## src/sv/quad_encoder_button_event_decoder_defines.svh

```systemverilog
// assertion macros shared by the decoder modules
// expects clk_i and rst_ni in the scope of each use
`ifndef QUAD_ENCODER_BUTTON_EVENT_DECODER_DEFINES_SVH
`define QUAD_ENCODER_BUTTON_EVENT_DECODER_DEFINES_SVH

// property checked on every rising clock edge outside reset
`define QEBD_ASSERT(lbl, prop, msg) \
  lbl: assert property (@(posedge clk_i) disable iff (!rst_ni) (prop)) else $error(msg);

// condition that must never hold outside reset
`define QEBD_ASSERT_NEVER(lbl, expr, msg) \
  lbl: assert property (@(posedge clk_i) disable iff (!rst_ni) !(expr)) else $error(msg);

`endif

```

## src/sv/qebd_pkg.sv

```systemverilog
// types, constants and lookup functions of the encoder and button event decoder
// no dependencies
`default_nettype none

package qebd_pkg;

  localparam int unsigned ENC_MAX     = 4;
  localparam int unsigned BTN_COUNT   = 8;
  localparam int unsigned SLOT_COUNT  = ENC_MAX + BTN_COUNT;
  localparam int unsigned QUEUE_DEPTH = 2;

  localparam logic [7:0]        PPS_RESET    = 8'h01;
  localparam logic [1:0]        ENC_IDLE     = 2'b11;
  localparam logic [7:0]        BTN_RELEASED = 8'hFF;
  localparam logic signed [9:0] ACC_MAX      = 10'sd255;
  localparam logic signed [9:0] ACC_MIN      = -10'sd255;

  // port a bit scanned at each button slot
  localparam logic [2:0] BTN_ORDER [BTN_COUNT] = '{
    3'd3, 3'd2, 3'd1, 3'd0, 3'd7, 3'd6, 3'd5, 3'd4
  };

  typedef enum logic [2:0] {
    EV_STEP_UP   = 3'd0,
    EV_STEP_DOWN = 3'd1,
    EV_SELECT    = 3'd2,
    EV_HOME      = 3'd3,
    EV_BACK      = 3'd4,
    EV_PROG_UP   = 3'd5,
    EV_PROG_DOWN = 3'd6
  } event_code_e;

  typedef enum logic [0:0] {
    REG_PPS = 1'b0
  } reg_idx_e;

  typedef struct packed {
    logic [7:0] port_a;
    logic [7:0] port_b;
  } poll_t;

  typedef struct packed {
    logic [2:0] event_code;
    logic [3:0] source;
    logic       last;
  } event_t;

  typedef struct packed {
    logic [SLOT_COUNT-1:0] mask;
    logic [ENC_MAX-1:0]    down;
  } entry_t;

  typedef struct packed {
    logic   valid;
    entry_t entry;
  } qxfer_t;

  // direction of one quadrature transition, index is prev and cur state
  function automatic logic signed [1:0] quad_dir(input logic [3:0] idx);
    logic signed [1:0] d;
    unique case (idx)
      4'd1, 4'd7, 4'd8, 4'd14:  d = 2'sb11;
      4'd2, 4'd4, 4'd11, 4'd13: d = 2'sb01;
      default:                  d = 2'sb00;
    endcase
    return d;
  endfunction

  function automatic logic [2:0] slot_code(input logic [3:0] k, input logic down);
    event_code_e c;
    unique case (k)
      4'd0, 4'd1, 4'd2, 4'd3: c = down ? EV_STEP_DOWN : EV_STEP_UP;
      4'd4, 4'd5, 4'd6, 4'd7: c = EV_SELECT;
      4'd8:                   c = EV_HOME;
      4'd9:                   c = EV_BACK;
      4'd10:                  c = EV_PROG_UP;
      4'd11:                  c = EV_PROG_DOWN;
      default:                c = EV_STEP_UP;
    endcase
    return c;
  endfunction

  function automatic logic [3:0] slot_source(input logic [3:0] k);
    logic [3:0] j;
    logic [3:0] s;
    j = k - 4'd4;
    if (k < 4'(ENC_MAX)) begin
      s = k;
    end else begin
      s = {1'b0, BTN_ORDER[j[2:0]]} + 4'd4;
    end
    return s;
  endfunction

endpackage

`default_nettype wire

```

## src/sv/quad_encoder_button_event_decoder.sv

```systemverilog
// quadrature encoder and button event decoder, top level; depends on qebd_pkg,
// qebd_front, qebd_fifo and qebd_back
// input channel: one poll per transfer (port_a buttons, port_b four encoders)
// output channel: one event per transfer, last marks the final event of a poll
// apb port: register 0 is pulses_per_step, zero acts as one, reset value 1
// a poll is taken on one transfer; the front updates encoder and button state and
// queues a mask of the events it causes, a poll with no events queues nothing
// the back end walks each mask and issues one event per cycle from an output
// register while out_ready_i is high, so a poll with n events yields n events
// the first event of a poll passes the queue, the pending mask and the output
// register; throughput: one poll per cycle while the two-entry queue has room,
// one event per cycle when out_ready_i is high, set by the one output register
// reset clears encoder states to both channels high, accumulators to zero,
// buttons to released and empties the queue; no clearing pass is needed
// when the receiver stalls, the output holds, the queue fills and in_ready_o
// drops once both queue entries are taken
`default_nettype none

module quad_encoder_button_event_decoder #(
  parameter int unsigned ENCODER_COUNT = 4
) (
  input  logic             clk_i,
  input  logic             rst_ni,
  input  logic             in_valid_i,
  output logic             in_ready_o,
  input  qebd_pkg::poll_t  in_data_i,
  output logic             out_valid_o,
  input  logic             out_ready_i,
  output qebd_pkg::event_t out_data_o,
  input  logic             psel,
  input  logic             penable,
  input  logic             pwrite,
  input  logic [2:0]       paddr,
  input  logic [31:0]      pwdata,
  output logic [31:0]      prdata,
  output logic             pready
);
  import qebd_pkg::*;

  logic [7:0] pps_q;
  logic [7:0] pps_d;
  logic       cfg_wr;
  logic       full;
  qxfer_t     push;
  qxfer_t     head;
  logic       pop;

  assign pready = 1'b1;
  assign cfg_wr = psel && penable && pwrite && pready;
  assign pps_d  = (cfg_wr && (paddr[2] == REG_PPS)) ? pwdata[7:0] : pps_q;
  assign prdata = (paddr[2] == REG_PPS) ? {24'b0, pps_q} : 32'b0;

  always_ff @(posedge clk_i or negedge rst_ni) begin
    if (!rst_ni) begin
      pps_q <= PPS_RESET;
    end else begin
      pps_q <= pps_d;
    end
  end

  qebd_front #(
    .ENCODER_COUNT(ENCODER_COUNT)
  ) u_front (
    .clk_i     (clk_i),
    .rst_ni    (rst_ni),
    .in_valid_i(in_valid_i),
    .in_ready_o(in_ready_o),
    .in_data_i (in_data_i),
    .pps_i     (pps_q),
    .full_i    (full),
    .push_o    (push)
  );

  qebd_fifo u_fifo (
    .clk_i (clk_i),
    .rst_ni(rst_ni),
    .push_i(push),
    .full_o(full),
    .head_o(head),
    .pop_i (pop)
  );

  qebd_back u_back (
    .clk_i      (clk_i),
    .rst_ni     (rst_ni),
    .head_i     (head),
    .pop_o      (pop),
    .out_valid_o(out_valid_o),
    .out_ready_i(out_ready_i),
    .out_data_o (out_data_o)
  );

endmodule

`default_nettype wire

```

## src/sv/qebd_front.sv

```systemverilog
// front end: takes polls, tracks encoder and button state, builds event masks
// depends on qebd_pkg
`default_nettype none

module qebd_front #(
  parameter int unsigned ENCODER_COUNT = 4
) (
  input  logic            clk_i,
  input  logic            rst_ni,
  input  logic            in_valid_i,
  output logic            in_ready_o,
  input  qebd_pkg::poll_t in_data_i,
  input  logic [7:0]      pps_i,
  input  logic            full_i,
  output qebd_pkg::qxfer_t push_o
);
  import qebd_pkg::*;

  localparam int unsigned ENC_N = (ENCODER_COUNT > ENC_MAX) ? ENC_MAX : ENCODER_COUNT;

  logic               accept;
  logic [7:0]         thr;
  logic signed [9:0]  thr_s;
  logic [ENC_MAX-1:0] fire_up;
  logic [ENC_MAX-1:0] fire_dn;
  logic [7:0]         btn_q;
  logic [7:0]         btn_d;
  logic [7:0]         pressed;
  logic [SLOT_COUNT-1:0] mask;

  assign in_ready_o = !full_i;
  assign accept     = in_valid_i && in_ready_o;
  assign thr        = (pps_i == 8'd0) ? 8'd1 : pps_i;
  assign thr_s      = $signed({2'b00, thr});

  for (genvar e = 0; e < ENC_MAX; e++) begin : g_enc
    if (e < ENC_N) begin : g_on
      logic [1:0]        cur;
      logic [1:0]        prev_q;
      logic signed [1:0] dir;
      logic signed [8:0] acc_q;
      logic signed [8:0] acc_d;
      logic signed [9:0] sum;
      logic signed [9:0] sat;
      logic              changed;

      always_comb begin
        cur     = in_data_i.port_b[2*e +: 2];
        changed = (cur != prev_q);
        dir     = quad_dir({prev_q, cur});
        sum     = $signed({acc_q[8], acc_q}) + $signed({{8{dir[1]}}, dir});
        if (sum > ACC_MAX) begin
          sat = ACC_MAX;
        end else if (sum < ACC_MIN) begin
          sat = ACC_MIN;
        end else begin
          sat = sum;
        end
        fire_up[e] = changed && (sat >= thr_s);
        fire_dn[e] = changed && !fire_up[e] && (sat <= -thr_s);
        if (!changed) begin
          acc_d = acc_q;
        end else if (fire_up[e] || fire_dn[e]) begin
          acc_d = '0;
        end else begin
          acc_d = sat[8:0];
        end
      end

      always_ff @(posedge clk_i or negedge rst_ni) begin
        if (!rst_ni) begin
          prev_q <= ENC_IDLE;
          acc_q  <= '0;
        end else if (accept) begin
          prev_q <= cur;
          acc_q  <= acc_d;
        end
      end
    end else begin : g_off
      assign fire_up[e] = 1'b0;
      assign fire_dn[e] = 1'b0;
    end
  end

  assign pressed = btn_q & ~in_data_i.port_a;
  assign btn_d   = accept ? in_data_i.port_a : btn_q;

  always_comb begin
    mask[ENC_MAX-1:0] = fire_up | fire_dn;
    for (int i = 0; i < BTN_COUNT; i++) begin
      mask[ENC_MAX + i] = pressed[BTN_ORDER[i]];
    end
  end

  always_ff @(posedge clk_i or negedge rst_ni) begin
    if (!rst_ni) begin
      btn_q <= BTN_RELEASED;
    end else begin
      btn_q <= btn_d;
    end
  end

  assign push_o.valid      = accept && (mask != '0);
  assign push_o.entry.mask = mask;
  assign push_o.entry.down = fire_dn;

endmodule

`default_nettype wire

```

## src/sv/qebd_fifo.sv

```systemverilog
// short queue of per-poll event masks between front and back end
// depends on qebd_pkg and the assertion macro header
`default_nettype none
`include "quad_encoder_button_event_decoder_defines.svh"

module qebd_fifo (
  input  logic             clk_i,
  input  logic             rst_ni,
  input  qebd_pkg::qxfer_t push_i,
  output logic             full_o,
  output qebd_pkg::qxfer_t head_o,
  input  logic             pop_i
);
  import qebd_pkg::*;

  localparam int unsigned PTR_W = $clog2(QUEUE_DEPTH);
  localparam int unsigned CNT_W = $clog2(QUEUE_DEPTH + 1);

  entry_t           mem_q [QUEUE_DEPTH];
  logic [PTR_W-1:0] wr_ptr_q;
  logic [PTR_W-1:0] wr_ptr_d;
  logic [PTR_W-1:0] rd_ptr_q;
  logic [PTR_W-1:0] rd_ptr_d;
  logic [CNT_W-1:0] count_q;
  logic [CNT_W-1:0] count_d;
  logic             do_push;
  logic             do_pop;

  assign full_o  = (count_q == CNT_W'(QUEUE_DEPTH));
  assign do_push = push_i.valid && !full_o;
  assign do_pop  = pop_i && head_o.valid;

  assign head_o.valid = (count_q != '0);
  assign head_o.entry = mem_q[rd_ptr_q];

  always_comb begin
    wr_ptr_d = do_push ? wr_ptr_q + PTR_W'(1) : wr_ptr_q;
    rd_ptr_d = do_pop  ? rd_ptr_q + PTR_W'(1) : rd_ptr_q;
    count_d  = count_q;
    if (do_push && !do_pop) begin
      count_d = count_q + CNT_W'(1);
    end else if (do_pop && !do_push) begin
      count_d = count_q - CNT_W'(1);
    end
  end

  always_ff @(posedge clk_i or negedge rst_ni) begin
    if (!rst_ni) begin
      wr_ptr_q <= '0;
      rd_ptr_q <= '0;
      count_q  <= '0;
    end else begin
      wr_ptr_q <= wr_ptr_d;
      rd_ptr_q <= rd_ptr_d;
      count_q  <= count_d;
    end
  end

  always_ff @(posedge clk_i) begin
    if (do_push) begin
      mem_q[wr_ptr_q] <= push_i.entry;
    end
  end

  `QEBD_ASSERT_NEVER(a_push_full, push_i.valid && full_o, "push into full queue")
  `QEBD_ASSERT_NEVER(a_pop_empty, pop_i && !head_o.valid, "pop from empty queue")
  `QEBD_ASSERT(a_count_range, count_q <= CNT_W'(QUEUE_DEPTH), "queue count out of range")

endmodule

`default_nettype wire

```

## src/sv/qebd_back.sv

```systemverilog
// back end: walks one event mask per poll and serializes events to the output register
// depends on qebd_pkg and the assertion macro header
`default_nettype none
`include "quad_encoder_button_event_decoder_defines.svh"

module qebd_back (
  input  logic             clk_i,
  input  logic             rst_ni,
  input  qebd_pkg::qxfer_t head_i,
  output logic             pop_o,
  output logic             out_valid_o,
  input  logic             out_ready_i,
  output qebd_pkg::event_t out_data_o
);
  import qebd_pkg::*;

  logic [SLOT_COUNT-1:0] pend_q;
  logic [SLOT_COUNT-1:0] pend_d;
  logic [SLOT_COUNT-1:0] onehot;
  logic [SLOT_COUNT-1:0] rem;
  logic [ENC_MAX-1:0]    down_q;
  logic [ENC_MAX-1:0]    down_d;
  logic [3:0]            sel;
  logic                  found;
  logic                  slot_free;
  logic                  emit;
  logic                  last;
  logic                  load;
  logic                  out_valid_q;
  logic                  out_valid_d;
  event_t                out_q;
  event_t                out_d;

  // first pending slot in scan order
  always_comb begin
    found  = 1'b0;
    sel    = '0;
    onehot = '0;
    for (int k = 0; k < SLOT_COUNT; k++) begin
      if (pend_q[k] && !found) begin
        found     = 1'b1;
        sel       = 4'(k);
        onehot[k] = 1'b1;
      end
    end
  end

  assign slot_free = !out_valid_q || out_ready_i;
  assign emit      = slot_free && found;
  assign rem       = pend_q & ~onehot;
  assign last      = (rem == '0);
  assign load      = head_i.valid && (!found || (emit && last));
  assign pop_o     = load;

  always_comb begin
    pend_d = pend_q;
    down_d = down_q;
    if (load) begin
      pend_d = head_i.entry.mask;
      down_d = head_i.entry.down;
    end else if (emit) begin
      pend_d = rem;
    end
  end

  always_comb begin
    out_valid_d = out_valid_q;
    out_d       = out_q;
    if (emit) begin
      out_valid_d      = 1'b1;
      out_d.event_code = slot_code(sel, down_q[sel[1:0]]);
      out_d.source     = slot_source(sel);
      out_d.last       = last;
    end else if (out_ready_i) begin
      out_valid_d = 1'b0;
    end
  end

  always_ff @(posedge clk_i or negedge rst_ni) begin
    if (!rst_ni) begin
      pend_q      <= '0;
      out_valid_q <= 1'b0;
    end else begin
      pend_q      <= pend_d;
      out_valid_q <= out_valid_d;
    end
  end

  always_ff @(posedge clk_i) begin
    down_q <= down_d;
    out_q  <= out_d;
  end

  assign out_valid_o = out_valid_q;
  assign out_data_o  = out_q;

  `QEBD_ASSERT(a_load_nonempty, load |=> (pend_q != '0), "loaded an empty event mask")
  `QEBD_ASSERT(a_more_pending, (emit && !last) |=> (pend_q != '0), "events lost before last")
  `QEBD_ASSERT(a_emit_shows, emit |=> out_valid_q, "emitted event not presented")

endmodule

`default_nettype wire
```

## config.mk

```make
export PLATFORM = sky130hd
export DESIGN_NAME = quad_encoder_button_event_decoder
export DESIGN_NICKNAME = d
export VERILOG_FILES = /design/src/sv/qebd_pkg.sv /design/src/sv/quad_encoder_button_event_decoder.sv /design/src/sv/qebd_front.sv /design/src/sv/qebd_fifo.sv /design/src/sv/qebd_back.sv
export VERILOG_INCLUDE_DIRS = /design/src /design/src/sv
export SDC_FILE = /design/constraint.sdc
export NUM_CORES = 1
export LEC_CHECK = 0
export BUFFER_PORTS_ARGS = -buffer_cell sky130_fd_sc_hd__buf_2
export CORE_MARGIN = 10
export CORE_UTILIZATION = 35
export DETAILED_ROUTE_END_ITERATION = 7
export GPL_ROUTABILITY_DRIVEN = 0
export PLACE_DENSITY_LB_ADDON = 0.3
export SETUP_SLACK_MARGIN = 0.5
export SYNTH_ARGS = -nofsm -noshare
export SYNTH_HDL_FRONTEND = slang
export SYNTH_SLANG_ARGS = --single-unit
```

## constraint.sdc

```tcl
create_clock -name clk_i -period 17.7 [get_ports clk_i]
set_input_delay 1.77 -clock clk_i [delete_from_list [all_inputs] [get_ports clk_i]]
set_output_delay 1.77 -clock clk_i [all_outputs]
set_load 0.01 [all_outputs]
```

==> results of run 1 <==
[final timing paths]
path	startpoint	endpoint	slack, ns
max in group asynchronous	rst_ni	u_front.g_enc[0].g_on.acc_q[6]	15.42
min in group asynchronous	rst_ni	u_back.out_valid_o	1.30
setup / recovery	in_data_i[2]	u_fifo.mem_q[1][8]	9.60
hold reg to reg	u_front.btn_q[4]	u_front.btn_q[4]	0.46
setup reg to reg	u_front.g_enc[1].g_on.prev_q[1]	u_fifo.mem_q[1][8]	10.75
hold / removal	u_front.btn_q[4]	u_front.btn_q[4]	0.46
[sequential cells by signal, summed over array words and instances, names as in the netlist, 4 cells and up]
name,flops
u_back.down_q,4
u_back.pend_q,12
u_front.g_enc.g_on.acc_q,36
u_fifo.mem_q,32
pps_q,8
u_front.btn_q,8
u_back.out_data_o,8
u_front.g_enc.g_on.prev_q,8
[critical path, delay by kind of cell]
family | cells | cell delay, ns
adder cells (fa/ha/maj) | 4 | 1.19
XOR/XNOR | 1 | 0.18
multiplexers | 1 | 0.61
AND/OR/NAND/NOR | 6 | 2.07
buffers and inverters | 2 | 0.22
AO/OA/AOI/OAI | 8 | 2.08
[cell type report]
cell class	count	area, sq um	share of cell area
Tap cell	341	427	0.0401
Inverter	48	180	0.0169
Sequential cell	121	3270	0.307
Clock buffer	17	425	0.0399
Clock inverter	15	166	0.0156
Multi-Input combinational cell	827	5900	0.554
Timing Repair Buffer	54	285	0.0268
[per-layer routing]
metal  GRT usage  vias up  wire (um)
met4      0.0312        0        171
li1            -     3777          -
met1       0.174     3435      10700
met3      0.0251       13       1060
met2       0.211      171      10100
met5           0        -          0
[kinds of logic after synthesis]
logic type / after synthesis / synth area share
AND/OR/NAND/NOR: 305 / 0.157
AO/OA/AOI/OAI: 279 / 0.188
adder cells (fa/ha/maj): 133 / 0.177
flip-flops: 121 / 0.344
buffers and inverters: 91 / 0.0459
XOR/XNOR: 49 / 0.0452
multiplexers: 32 / 0.0412
other: 2 / 0.000790
[cell usage in the layout (no fill, tap or decap), types with 35 or more instances in the layout]
cell	n
ha_1	126
nand2_1	113
o21ai_0	104
dfrtp_1	60
a21oi_1	56
nor2_1	50
inv_1	48
buf_2	48
edfxtp_1	44
nand3_1	35
[metrics by stage]
stage	setup WS [ns]	instances	hold WS, ns	utilization	area (sq um)
2_1_floorplan	9.74	1039	0.436	-	9610
3_3_place_gp	9.24	1391	0.444	0.375	10100
3_5_place_dp	9.15	1391	0.448	0.375	10100
4_1_cts	9.54	1423	0.457	0.397	10700
5_1_grt	9.08	1423	0.472	0.397	10700
6_report	9.60	1423	0.455	0.397	10700
==> results.cfg, run 1 <==
[route]
wire_per_inst_um = 15.5
drt-vias-per-instance = 5.20
drt_iter0_drc = 393
ant_nets = 0
drcViolationCount = 0
first_pass_iters = 5
wirelength_mm = 22.1
dr_total_vias = 7396

[placed_design]
io_buffers = 49
dp.final_hpwl_mm = 16.9

[global_routing]
grt_usage = 0.130
grt-ovfl-total = 0
grt_pass1_wl_mm = 36.1
grt_max_degree = 45
antenna_found_initial = 0
grt_pass1_vias = 7258

[clock_network]
ctsRootBufferMaster = clkbuf_16
clk_latency_ns = 0.42
ctsHoldBuffers = 0
cts_resized = 0
clk_pin_slew_ns = 0.06
clkSinkCount = 121
cts_max_level = 4
clk_path_buf_depth = 2
cts_tree = built
post_cts_buffers = 0
cts_made_buffers = 17

[floorplan]
dieArea_sq_um = 34100
num_rows = 60
coreArea_sq_um = 26800
initial_core_util = 0.355
die_h_um = 185
die_x_um = 185
io_pins = 101

[sta]
setup_viol = 0
timing.final.crit_period_ns = 8.10
relSlewSlack = 0.414
skew_ns = 0.0112
finalSetupTns_ns = 0
timing.final.crit_share = 0.457
max_freq_mhz = 124
drv_slew = 0
rsz0062_at_grt = no
worstMarginPinSlew_ns = 0.879
final-hold-violation-count = 0

[synthesis]
synthTopCellsByArea = ha_1, dfrtp_1, edfxtp_1
synth-edff-count = 44
synth_top_area_frac = 0.166
yosysWarnings = 0
ys_seq_area_frac = 0.344
yosysTopAreaCell = ha_1
synthDistinctLibCells = 71
synthFlopType = dfrtp_1
synth_common_cells = ha_1, nand2_1, o21ai_0
synth_area_sq_um = 9500
ys_ff_latch = 121
synth_most_common_cell = ha_1
async_reset_ff_frac = 0.636
synth_area_per_cell_sq_um = 9.39
synth_cells = 1012

[setup_path]
crit_path_max_incr_delay_ns = 0.69
cpMostUsedCell = ha_1
rr_worst_depth = 19
path_class = input pin to flip-flop
crit_required_ns = 17.74
arrival_ns = 8.14
cp-end-kind = flip-flop
worstSetupStartpointType = input pin
crit_fanout = 16
crit_slowest_cell = and2_1
cp_cell_sequence = buf_2 > inv_1 > ha_1 > mux4_2 > ha_1 > a21oi_1 > nand2_1 > or2_2 > a21o_1 > a21oi_1 > xnor2_1 > nor4_1 > or4_1 > ha_1 > o21a_1 > ha_1 > or4_1 > a2111oi_0 > o22ai_1 > a21o_1 > a31oi_4 > and2_1

[min_path]
hold_class = flip-flop to flip-flop
holdPathStages = 2

[final_layout]
fill_cells = 2660
diodes = 0
finalNetCount = 1257
area_growth_pct = 12.1
final_layout_size_suffix_gt1_frac = 0.132

[run]
maxCapViolCount = 0

[status]
status = completed
Power of run 1 is left out: the tool's default activity adds up to more than one toggle a clock period on the data nets, which glitch-free logic cannot reach.
==> run 2: changes to the inputs <==
- clock period: 17.7 -> 7.4 ns (I/O delays scaled with it)
==> run 2 against run 1 <==
Setup slack lost 8.7 ns. Routed wire length grew 0.79%. Clock skew shrank 0.0016 ns. Clock-buffer cell count grew 3. Sequential share of layout area shrank 0.37 points. Die area is the same. Largest cell class unchanged. Core utilization grew 0.49 points. Flip-flop and latch count is the same. Non-clock buffer count grew 14.
==> results.cfg, run 2 (synthesis gave the netlist of run 1 again) <==
[floorplan]
coreArea_sq_um = 26800
initial_core_util = 0.355
die_h_um = 185
die_x_um = 185
num_rows = 60
io_pins = 101
dieArea_sq_um = 34100

[run]
maxCapViolCount = 0

[setup_path]
crit_required_ns = 7.52
arrival_ns = 6.57
cp_num_buf_inv = 3
cp_cell_sequence = buf_2 > inv_1 > ha_1 > mux4_2 > ha_1 > a21oi_1 > nand2_1 > or2_2 > a21o_1 > a21oi_1 > xnor2_1 > nor4_1 > or4_1 > ha_1 > o21a_1 > ha_1 > or4_1 > a2111oi_1 > o22ai_1 > a21o_1 > a31oi_4 > and2_2 > buf_4
crit_path_max_incr_delay_ns = 0.61
worstSetupStartpointType = input pin
crit_fanout = 11
path_class = input pin to flip-flop
cpMostUsedCell = ha_1
cp-end-kind = flip-flop
crit_slowest_cell = mux4_2
crit_family = compound AO/OA/AOI/OAI gates

[final_layout]
regMostFlops = u_front.g_enc.g_on.acc_q
finalNetCount = 1271
diodes = 0
area_growth_pct = 13.5
mostFrequentLayoutCell = ha_1
final_cell_mix = ha_1, nand2_1, o21ai_0
final_layout_size_suffix_gt1_frac = 0.145
top_regs = u_front.g_enc.g_on.acc_q x36, u_fifo.mem_q x32, u_back.pend_q x12
largest_reg_flops = 36

[clock_network]
clkSinkCount = 121
cts_max_level = 4
post_cts_buffers = 0
clk_latency_ns = 0.42
cts_made_buffers = 17
cts_tree = built
ctsHoldBuffers = 0
cts_resized = 0
clk_path_buf_depth = 2
clk_pin_slew_ns = 0.06
ctsRootBufferMaster = clkbuf_16

[status]
status = completed

[sta]
relSlewSlack = 0.386
rsz0062_at_grt = yes
drv_slew = 0
skew_ns = 0.00962
max_freq_mhz = 155
timing.final.crit_share = 0.872
final-hold-violation-count = 0
worst_hold_slack_ns = 0.276
worstMarginPinSlew_ns = 0.921
timing.final.crit_period_ns = 6.45
setup_viol = 0
finalSetupTns_ns = 0

[route]
drcViolationCount = 0
wire_per_inst_um = 15.5
drt_iter0_drc = 336
dr_total_vias = 7435
drt-vias-per-instance = 5.17
first_pass_iters = 5
ant_nets = 0
wirelength_mm = 22.3

[global_routing]
grt-ovfl-total = 0
antenna_found_initial = 0
grt_usage = 0.134
grt_max_degree = 41
grt_pass1_vias = 7394
grt_pass1_wl_mm = 37.0

[placed_design]
io_buffers = 49
dp.final_hpwl_mm = 17.2

[min_path]
hold_class = input pin to asynchronous set/reset pin
## run 2: cell types whose count changed in the layout (fill, tap and decap cells not counted), sizes merged
cell	delta
buf	+14
clkinv	-4
clkbuf	+3
inv	+2
bufinv	-1
## run 2: path summary, 6_finish.rpt
check,from,endpoint,slack (ns),cells after the start
max,in_data_i[2],u_fifo.mem_q[1][8],0.95,23
min,rst_ni,u_back.out_valid_o,0.28,1
max reg2reg,u_front.g_enc[1].g_on.prev_q[1],u_fifo.mem_q[1][8],1.02,20
min reg2reg,u_front.btn_q[7],u_front.btn_q[7],0.46,2
max in group asynchronous,rst_ni,u_front.g_enc[0].g_on.prev_q[1],6.17,2
min in group clk_i,u_front.btn_q[7],u_front.btn_q[7],0.46,2
## run 2: worst register-to-register path, delay by kind of cell (launching register included)
family / cells / cell delay [ns]
compound gates: 8 / 1.82
xor+xnor: 1 / 0.16
fa+ha+maj: 3 / 0.97
buf+inv: 1 / 0.24
flops: 1 / 0.58
mux: 1 / 0.65
simple gates: 6 / 1.64
## run 2: final cells by class
class / instances / area (sq um)
clock inverters: 12 / 128
multi-input cells: 827 / 5910
inverters: 48 / 180
clock buffers: 20 / 479
repair buffers: 68 / 390
flip-flops and latches: 121 / 3270
fillers: 2631 / 16000
well taps: 341 / 427
## run 2: metal layers
metal,share of wire,vias up,track usage
met5,0,-,0
met2,0.46,146,0.218
met4,0.0053,0,0.0319
li1,-,3796,-
met3,0.046,13,0.0284
met1,0.49,3480,0.177
## run 2: metrics by stage
step | setup WS [ns] | area, sq um | std cells | utilization
final | 0.948 | 10800 | 1437 | 0.402
after detailed placement | 0.412 | 10200 | 1405 | 0.379
after global placement | 0.463 | 10200 | 1405 | 0.379
after floorplan | 0.749 | 9610 | 1039 | -
after CTS | 0.846 | 10800 | 1437 | 0.402
after global routing | 0.499 | 10800 | 1437 | 0.402
Power of run 2 is left out for the same reason.
